[src/sv/dotq_pkg.sv]
// ----------------------------------------------------------------------------
// dotq_pkg
// Shared sizes, opcodes, result kinds and controller/datapath interface types
// for the deadline ordered timeout queue.
// ----------------------------------------------------------------------------
package dotq_pkg;

    localparam int DEPTH       = 16;
    localparam int OCC_W       = $clog2(DEPTH + 1);
    localparam int ID_W        = 8;
    localparam int DL_W        = 64;
    localparam int OP_W        = 2;
    localparam int KIND_W      = 3;
    localparam int IN_TDATA_W  = 144;
    localparam int OUT_TDATA_W = 72;

    localparam logic [OP_W-1:0] OP_ADD    = 2'd0;
    localparam logic [OP_W-1:0] OP_REMOVE = 2'd1;
    localparam logic [OP_W-1:0] OP_CHECK  = 2'd2;

    localparam logic [KIND_W-1:0] K_ARM      = 3'd0;
    localparam logic [KIND_W-1:0] K_TIMEDOUT = 3'd1;
    localparam logic [KIND_W-1:0] K_IDLE     = 3'd2;
    localparam logic [KIND_W-1:0] K_FULL     = 3'd3;
    localparam logic [KIND_W-1:0] K_REMOVED  = 3'd4;
    localparam logic [KIND_W-1:0] K_NOTFOUND = 3'd5;

    typedef struct packed {
        logic capture;    // latch the input beat
        logic calc;       // deadline = now + timeout, saturating
        logic flag;       // register per-entry compare flags
        logic apply;      // insert or remove, load result
        logic chk_pop;    // emit head as timed out, drop it
        logic chk_final;  // emit arm of head or idle
    } dotq_cmd_t;

    typedef struct packed {
        logic [OP_W-1:0]  in_op;
        logic             out_free;
        logic             head_due;
        logic [OCC_W-1:0] occ;
    } dotq_stat_t;

endpackage

[src/sv/dotq_ctrl.sv]
// ----------------------------------------------------------------------------
// dotq_ctrl
// Sequencer: steps an add through deadline calc, compare, update and result
// issue (a remove skips the calc), and loops over expired entries on a check.
// ----------------------------------------------------------------------------
module dotq_ctrl
    import dotq_pkg::*;
(
    input  logic       clk,
    input  logic       rst_n,
    input  logic       in_valid,
    output logic       in_ready,
    input  dotq_stat_t stat,
    output dotq_cmd_t  cmd
);

    localparam logic [2:0] S_IDLE  = 3'd0;
    localparam logic [2:0] S_CALC  = 3'd1;
    localparam logic [2:0] S_FLAG  = 3'd2;
    localparam logic [2:0] S_APPLY = 3'd3;
    localparam logic [2:0] S_CHECK = 3'd4;

    logic [2:0] state_reg;
    logic [2:0] state_next;

    assign in_ready = (state_reg == S_IDLE);

    always_comb
    begin
        state_next = state_reg;
        cmd        = '0;
        unique case (state_reg)
            S_IDLE:
            begin
                if (in_valid)
                begin
                    cmd.capture = 1'b1;
                    unique case (stat.in_op)
                        OP_ADD:    state_next = S_CALC;
                        OP_REMOVE: state_next = S_FLAG;
                        OP_CHECK:  state_next = S_CHECK;
                        default:   state_next = S_IDLE;
                    endcase
                end
            end
            S_CALC:
            begin
                cmd.calc   = 1'b1;
                state_next = S_FLAG;
            end
            S_FLAG:
            begin
                cmd.flag   = 1'b1;
                state_next = S_APPLY;
            end
            S_APPLY:
            begin
                if (stat.out_free)
                begin
                    cmd.apply  = 1'b1;
                    state_next = S_IDLE;
                end
            end
            S_CHECK:
            begin
                if (stat.out_free)
                begin
                    if (stat.head_due)
                    begin
                        cmd.chk_pop = 1'b1;
                    end
                    else
                    begin
                        cmd.chk_final = 1'b1;
                        state_next    = S_IDLE;
                    end
                end
            end
            default:
            begin
                state_next = S_IDLE;
            end
        endcase
    end

    always_ff @(posedge clk or negedge rst_n)
    begin
        if (!rst_n)
        begin
            state_reg <= S_IDLE;
        end
        else
        begin
            state_reg <= state_next;
        end
    end

endmodule

[src/sv/dotq_dpath.sv]
// ----------------------------------------------------------------------------
// dotq_dpath
// Sorted row of entry cells with per-cell compare flags, occupancy count,
// deadline adder and the output register.
// ----------------------------------------------------------------------------
module dotq_dpath
    import dotq_pkg::*;
(
    input  logic                   clk,
    input  logic                   rst_n,
    input  logic [IN_TDATA_W-1:0]  in_data,
    input  dotq_cmd_t              cmd,
    output dotq_stat_t             stat,
    output logic                   out_valid,
    input  logic                   out_ready,
    output logic [OUT_TDATA_W-1:0] out_data,
    output logic [KIND_W-1:0]      out_kind,
    output logic                   out_last
);

    logic [OP_W-1:0]  op_reg;
    logic [ID_W-1:0]  id_reg;
    logic [DL_W-1:0]  tmo_reg;
    logic [DL_W-1:0]  now_reg;
    logic [DL_W-1:0]  dl_reg;
    logic [DL_W:0]    dl_sum;

    logic [DEPTH-1:0] le_reg;
    logic [DEPTH-1:0] match_reg;
    logic [DEPTH-1:0] le_next;
    logic [DEPTH-1:0] match_next;
    logic [DEPTH-1:0] hit;

    logic [ID_W-1:0]  cell_id_reg   [DEPTH];
    logic [ID_W-1:0]  cell_id_next  [DEPTH];
    logic [DL_W-1:0]  cell_dl_reg   [DEPTH];
    logic [DL_W-1:0]  cell_dl_next  [DEPTH];
    logic [OCC_W-1:0] occ_reg;
    logic [OCC_W-1:0] occ_next;

    logic              out_valid_reg;
    logic              out_valid_next;
    logic [KIND_W-1:0] out_kind_reg;
    logic [KIND_W-1:0] out_kind_next;
    logic [ID_W-1:0]   out_id_reg;
    logic [ID_W-1:0]   out_id_next;
    logic [DL_W-1:0]   out_dl_reg;
    logic [DL_W-1:0]   out_dl_next;
    logic              out_last_reg;
    logic              out_last_next;
    logic              out_load;
    logic              full;
    logic              found;
    logic              run;
    logic              out_free;

    assign out_free = !out_valid_reg || out_ready;
    assign full     = (occ_reg == OCC_W'(DEPTH));
    assign dl_sum   = {1'b0, now_reg} + {1'b0, tmo_reg};

    assign stat.in_op    = in_data[OP_W-1:0];
    assign stat.out_free = out_free;
    assign stat.head_due = (occ_reg != '0) && (cell_dl_reg[0] <= now_reg);
    assign stat.occ      = occ_reg;

    // Only entries below the occupancy count take part in a compare.
    always_comb
    begin
        for (int i = 0; i < DEPTH; i++)
        begin
            le_next[i]    = (OCC_W'(i) < occ_reg) && (cell_dl_reg[i] <= dl_reg);
            match_next[i] = (OCC_W'(i) < occ_reg) && (cell_id_reg[i] == id_reg);
        end
    end

    always_comb
    begin
        run = 1'b0;
        for (int i = 0; i < DEPTH; i++)
        begin
            run    = run | match_reg[i];
            hit[i] = run;
        end
        found = run;
    end

    always_comb
    begin
        cell_id_next  = cell_id_reg;
        cell_dl_next  = cell_dl_reg;
        occ_next      = occ_reg;
        out_load      = 1'b0;
        out_kind_next = out_kind_reg;
        out_id_next   = out_id_reg;
        out_dl_next   = out_dl_reg;
        out_last_next = out_last_reg;

        if (cmd.apply)
        begin
            out_load      = 1'b1;
            out_last_next = 1'b1;
            out_id_next   = id_reg;
            if (op_reg == OP_ADD)
            begin
                out_dl_next = dl_reg;
                if (full)
                begin
                    out_kind_next = K_FULL;
                end
                else
                begin
                    out_kind_next = K_ARM;
                    occ_next      = occ_reg + 1'b1;
                    // thermometer le: keep below, new at the edge, shift up after
                    if (!le_reg[0])
                    begin
                        cell_id_next[0] = id_reg;
                        cell_dl_next[0] = dl_reg;
                    end
                    for (int i = 1; i < DEPTH; i++)
                    begin
                        if (!le_reg[i])
                        begin
                            if (le_reg[i-1])
                            begin
                                cell_id_next[i] = id_reg;
                                cell_dl_next[i] = dl_reg;
                            end
                            else
                            begin
                                cell_id_next[i] = cell_id_reg[i-1];
                                cell_dl_next[i] = cell_dl_reg[i-1];
                            end
                        end
                    end
                end
            end
            else
            begin
                out_dl_next   = '0;
                out_kind_next = found ? K_REMOVED : K_NOTFOUND;
                if (found)
                begin
                    occ_next = occ_reg - 1'b1;
                end
                for (int i = 0; i < DEPTH - 1; i++)
                begin
                    if (hit[i])
                    begin
                        cell_id_next[i] = cell_id_reg[i+1];
                        cell_dl_next[i] = cell_dl_reg[i+1];
                    end
                end
            end
        end
        else if (cmd.chk_pop)
        begin
            out_load      = 1'b1;
            out_kind_next = K_TIMEDOUT;
            out_id_next   = cell_id_reg[0];
            out_dl_next   = cell_dl_reg[0];
            out_last_next = 1'b0;
            occ_next      = occ_reg - 1'b1;
            for (int i = 0; i < DEPTH - 1; i++)
            begin
                cell_id_next[i] = cell_id_reg[i+1];
                cell_dl_next[i] = cell_dl_reg[i+1];
            end
        end
        else if (cmd.chk_final)
        begin
            out_load      = 1'b1;
            out_last_next = 1'b1;
            if (occ_reg == '0)
            begin
                out_kind_next = K_IDLE;
                out_id_next   = '0;
                out_dl_next   = '0;
            end
            else
            begin
                out_kind_next = K_ARM;
                out_id_next   = cell_id_reg[0];
                out_dl_next   = cell_dl_reg[0];
            end
        end
    end

    always_comb
    begin
        if (out_load)
        begin
            out_valid_next = 1'b1;
        end
        else if (out_ready)
        begin
            out_valid_next = 1'b0;
        end
        else
        begin
            out_valid_next = out_valid_reg;
        end
    end

    always_ff @(posedge clk or negedge rst_n)
    begin
        if (!rst_n)
        begin
            occ_reg       <= '0;
            out_valid_reg <= 1'b0;
        end
        else
        begin
            occ_reg       <= occ_next;
            out_valid_reg <= out_valid_next;
        end
    end

    always_ff @(posedge clk)
    begin
        if (cmd.capture)
        begin
            op_reg  <= in_data[OP_W-1:0];
            id_reg  <= in_data[OP_W +: ID_W];
            tmo_reg <= in_data[OP_W+ID_W +: DL_W];
            now_reg <= in_data[OP_W+ID_W+DL_W +: DL_W];
        end
        if (cmd.calc)
        begin
            dl_reg <= dl_sum[DL_W] ? {DL_W{1'b1}} : dl_sum[DL_W-1:0];
        end
        if (cmd.flag)
        begin
            le_reg    <= le_next;
            match_reg <= match_next;
        end
        cell_id_reg  <= cell_id_next;
        cell_dl_reg  <= cell_dl_next;
        out_kind_reg <= out_kind_next;
        out_id_reg   <= out_id_next;
        out_dl_reg   <= out_dl_next;
        out_last_reg <= out_last_next;
    end

    assign out_valid = out_valid_reg;
    assign out_kind  = out_kind_reg;
    assign out_last  = out_last_reg;
    assign out_data  = {out_dl_reg, out_id_reg};

endmodule

[src/sv/deadline_ordered_timeout_queue.sv]
// ----------------------------------------------------------------------------
// deadline_ordered_timeout_queue
// Add: accept, deadline add, compare and update, then the result is loaded.
// Remove: accept, compare, update. Check: a result per expired entry, one per
// cycle while the output is taken, then a final one. One operation at a time; the
// next beat is accepted as soon as the final result sits in the output register.
// Reset empties the queue and drops any pending result; entries keep no reset.
// ----------------------------------------------------------------------------
module deadline_ordered_timeout_queue
    import dotq_pkg::*;
(
    input  logic                   clk,
    input  logic                   rst_n,
    input  logic                   s_axis_tvalid,
    output logic                   s_axis_tready,
    // [1:0] opcode, [9:2] request_id, [73:10] timeout_ticks, [137:74] now
    input  logic [IN_TDATA_W-1:0]  s_axis_tdata,
    output logic                   m_axis_tvalid,
    input  logic                   m_axis_tready,
    // [7:0] request_id_res, [71:8] deadline
    output logic [OUT_TDATA_W-1:0] m_axis_tdata,
    // [2:0] kind
    output logic [KIND_W-1:0]      m_axis_tuser,
    output logic                   m_axis_tlast
);

    dotq_cmd_t  cmd;
    dotq_stat_t stat;

    dotq_ctrl u_ctrl (
        .clk      (clk),
        .rst_n    (rst_n),
        .in_valid (s_axis_tvalid),
        .in_ready (s_axis_tready),
        .stat     (stat),
        .cmd      (cmd)
    );

    dotq_dpath u_dpath (
        .clk       (clk),
        .rst_n     (rst_n),
        .in_data   (s_axis_tdata),
        .cmd       (cmd),
        .stat      (stat),
        .out_valid (m_axis_tvalid),
        .out_ready (m_axis_tready),
        .out_data  (m_axis_tdata),
        .out_kind  (m_axis_tuser),
        .out_last  (m_axis_tlast)
    );

    a_occ_bound: assert property (@(posedge clk) disable iff (!rst_n)
        stat.occ <= OCC_W'(DEPTH))
        else $error("occupancy above depth");

    a_load_free: assert property (@(posedge clk) disable iff (!rst_n)
        (cmd.apply || cmd.chk_pop || cmd.chk_final) |-> stat.out_free)
        else $error("result loaded over a pending beat");

    a_pop_dec: assert property (@(posedge clk) disable iff (!rst_n)
        cmd.chk_pop |=> (stat.occ + 1'b1) == $past(stat.occ))
        else $error("pop did not shrink queue");

    a_pop_nonempty: assert property (@(posedge clk) disable iff (!rst_n)
        cmd.chk_pop |-> stat.occ != '0)
        else $error("pop from empty queue");

endmodule

[config.mk]
export PLATFORM = sky130hd
export DESIGN_NAME = deadline_ordered_timeout_queue
export DESIGN_NICKNAME = d
export VERILOG_FILES = /design/src/sv/dotq_pkg.sv /design/src/sv/dotq_ctrl.sv /design/src/sv/dotq_dpath.sv /design/src/sv/deadline_ordered_timeout_queue.sv
export SDC_FILE = /design/constraint.sdc
export NUM_CORES = 2
export LEC_CHECK = 0
export ABC_AREA = 1
export BUFFER_PORTS_ARGS = -buffer_cell sky130_fd_sc_hd__buf_4
export CORE_MARGIN = 5
export CORE_UTILIZATION = 58
export DETAILED_ROUTE_END_ITERATION = 10
export PLACE_DENSITY = 0.78
export RECOVER_POWER = 25
export SLEW_MARGIN = 40
export SYNTH_ARGS = -nofsm -noshare
export SYNTH_HDL_FRONTEND = slang
export SYNTH_SLANG_ARGS = --single-unit
[constraint.sdc]
create_clock -name clk -period 7 [get_ports clk]
set_input_delay 0.7 -clock clk [delete_from_list [all_inputs] [get_ports clk]]
set_output_delay 0.7 -clock clk [all_outputs]
set_load 0.005 [all_outputs]
==> flow_summary.ini <==
[timing]
setup_viol = 0
tns_ns = 0
hold_ws_ns = 0.0701
rsz0062_at_grt = false
hold_viol_final = 0
slew_viol_final = 420
fin_crit_ns = 5.99
relSlewSlack = -1.50
clock_skew_ns = 0.0388
max_freq_mhz = 167
worst_slew_pin_slew_ns = 3.75
finalCritPeriodShare = 0.856

[synth]
ys_seq_area_frac = 0.451
synth.distinct_cells = 58
synth_edf_count = 1461
synth_ff_type = edfxtp_1
synth_fp_nets = 12600
syn_area_per_cell_sq_um = 8.69
yosys_warnings = 0
synth_area_sq_um = 97900
synth-async-reset-ratio = 0.00612
syn_inst = 11300
ys_seq_elements = 1471

[placed_design]
dp_hpwl_mm = 247
place.gp.congestion = 0.994
dpl-instance-area_sq_um = 102000
port_buffers = 219

[pwr]
clock_power_share = 0.192
cellLeakagePower_nw = 44.9
power_density_nw_per_um2 = 426
p_sw_mw = 20.6
power.internal_mw = 24.9
p_comb_frac = 0.454
switching_share = 0.453
max-vdd-ir-drop_mv = 0.259
seqPwrFrac = 0.354

[final_layout]
drive_gt1_frac = 0.0581
nNetsFinal = 12500
syn_to_final_growth_pct = 9.29
largest_register_ffs = 1024
nFillCells = 13500
stdcell_area_sq_um = 107000

[setup_path]
arrival_ns = 6.50
cp-end-kind = register
critPathKind = reg2reg
cp-start-kind = register
cp.required_ns = 7.51
cp_max_fo = 101

[die]
die-area_sq_um = 177000
die_h_microns = 421
die_w_microns = 421
io_pins = 226
start_util = 0.584
rows = 150
fp.coreArea_sq_um = 168000

[clocking]
cts_sinks = 1471
clk_latency_ns = 0.84
clk_pin_slew_ns = 0.06
numCtsBuffers = 163
cts_htree_levels = 4
cts_root_buf = clkbuf_16
cts_buffer_depth = 3
cts_resized = 0
cts_tree = built

[detailed_routing]
wl_met2_mm = 142
wire_per_inst_microns = 25.0
ant_nets = 0
drc_errors = 0
wirelength_mm = 339
drt-initial-drc-count = 13200
drt-met1-wl_mm = 129
via_per_inst = 6.50
top_layer = met5
vias = 88200
first_pass_iters = 10
dr_wl_met3_mm = 47.7

[global_routing]
grt_use_total = 0.372
grt_pass1_vias = 82000
grt_overflow = 0
antenna_found_initial = 13
grt_start_max_net_pins = 233
grt_first_pass_wirelength_mm = 501

[flow_run]
max_cap_viol_count = 11

[hold_path]
min_path_type = in2reg

[outcome]
status = complete, but fails checks
violations = capacitance limit, slew limit
==> critical path, cell delays in order (launching register included) <==
cell and delay, ns:
dfrtp_1 0.41, inv_1 0.11, nand3_1 0.15, nor2_1 0.49
inv_1 0.59, nor2_1 0.29, clkbuf_1 1.40, inv_8 0.65
o21ai_0 0.94, nor2_4 0.22, buf_12 0.31
==> synthesized netlist by cell type, types with 10 or more instances <==
cell type | instances | share of area
o221ai_1 | 20 | 0.0018
nand3_1 | 229 | 0.012
nor4_1 | 44 | 0.0028
inv_1 | 667 | 0.026
edfxtp_1 | 1461 | 0.45
buf_1 | 83 | 0.0032
nand4_1 | 121 | 0.0077
ha_1 | 1155 | 0.15
a21o_1 | 27 | 0.0021
xnor2_1 | 59 | 0.0053
nand2_1 | 3063 | 0.12
o211ai_1 | 49 | 0.0038
clkbuf_1 | 413 | 0.016
a211oi_1 | 20 | 0.0015
nor2_1 | 277 | 0.011
o21a_1 | 57 | 0.0044
xor2_1 | 50 | 0.0045
nor3_1 | 94 | 0.0048
o21bai_1 | 15 | 0.0012
o22ai_1 | 146 | 0.0093
or2_2 | 16 | 0.0010
o2111ai_1 | 23 | 0.0021
a31oi_1 | 29 | 0.0019
nand3_2 | 10 | 0.0010
o21ai_0 | 2324 | 0.12
buf_2 | 105 | 0.0054
a21oi_1 | 622 | 0.032
==> cell families after synthesis <==
| logic type | synth area share |
|---|---|
| simple gates | 0.159 |
| xor+xnor | 0.00975 |
| buf+inv | 0.0510 |
| fa+ha+maj | 0.148 |
| flops | 0.451 |
| compound gates | 0.181 |
==> area by class of cell <==
cell class              count  area, sq um  area share
multi-input cells        8513        49000       0.458
flip-flops and latches   1471        44100       0.412
clock buffers             216         4430      0.0414
repair buffers            412         3290      0.0308
well taps                2204         2760      0.0258
inverters                 673         2530      0.0237
clock inverters            78          863     0.00807
diodes                     10         25.0    0.000234
==> power groups by stage <==
| stage | logic, mW | clock network, mW | registers (mW) |
|---|---|---|---|
| after floorplan | 13.4 | 0 | 14.9 |
| after global placement | 19.0 | 0 | 15.9 |
| after detailed placement | 20.0 | 0 | 16.0 |
| after CTS | 20.2 | 8.78 | 15.8 |
| after global routing | 22.8 | 9.16 | 16.2 |
| final | 20.7 | 8.76 | 16.1 |
==> cell usage in the layout (no fill, tap or decap), types with 27 or more instances in the layout <==
master     synthesis  layout
a21o_1            27      27
a21oi_1          622     622
a31oi_1           29      30
buf_4              1     139
clkbuf_1         413      97
clkbuf_16          0     171
clkbuf_4           0     177
clkinv_2           0      27
edfxtp_1        1461    1461
ha_1            1155    1155
inv_1            667     665
nand2_1         3063    3063
nand3_1          229     230
nand4_1          121     121
nor2_1           277     262
nor3_1            94      89
nor4_1            44      40
o211ai_1          49      49
o21a_1            57      57
o21ai_0         2324    2311
o22ai_1          146     146
xnor2_1           59      59
xor2_1            50      50
==> path summary, 6_finish.rpt <==
kind	startpoint	to	slack, ns	cells past startpoint
setup / recovery	u_ctrl.state_reg[2]$_DFFE_PN0P_	u_dpath.cell_dl_reg[667]$_DFFE_PP_	1.01	10
hold / removal	s_axis_tdata[9]	u_dpath.id_reg[7]$_DFFE_PP_	0.07	1
setup reg to reg	u_ctrl.state_reg[2]$_DFFE_PN0P_	u_dpath.cell_dl_reg[667]$_DFFE_PP_	1.01	10
hold reg to reg	u_dpath.out_last$_SDFFE_PP1P_	u_dpath.out_last$_SDFFE_PP1P_	0.55	1
max in group asynchronous	rst_n	u_dpath.out_valid$_DFFE_PN0P_	5.95	2
min in group asynchronous	rst_n	u_ctrl.state_reg[2]$_DFFE_PN0P_	0.50	2
==> metal layers <==
metal  track usage  up-vias
met4         0.196       12
li1              -    39900
met5             0        -
met3         0.102     1002
met1         0.508    41000
met2         0.544     6251
==> stage by stage <==
step | utilization | total power [mW] | worst slack [ns] | cells
floorplan | - | 28.3 | 1.26 | 11300
global placement | 0.606 | 34.9 | 1.77 | 13300
detailed placement | 0.607 | 36.0 | 1.98 | 13300
CTS | 0.639 | 44.8 | 1.99 | 13600
global route | 0.638 | 48.1 | 1.02 | 13600
finish | 0.638 | 45.5 | 1.01 | 13600
==> what timing repair did <==
action                                 in CTS  in global routing
hold buffers                                1                  0
endpoints found under the hold margin       9                  0
buffers inserted                            0                  0
Note: power is estimated with default switching activity, not from simulation.
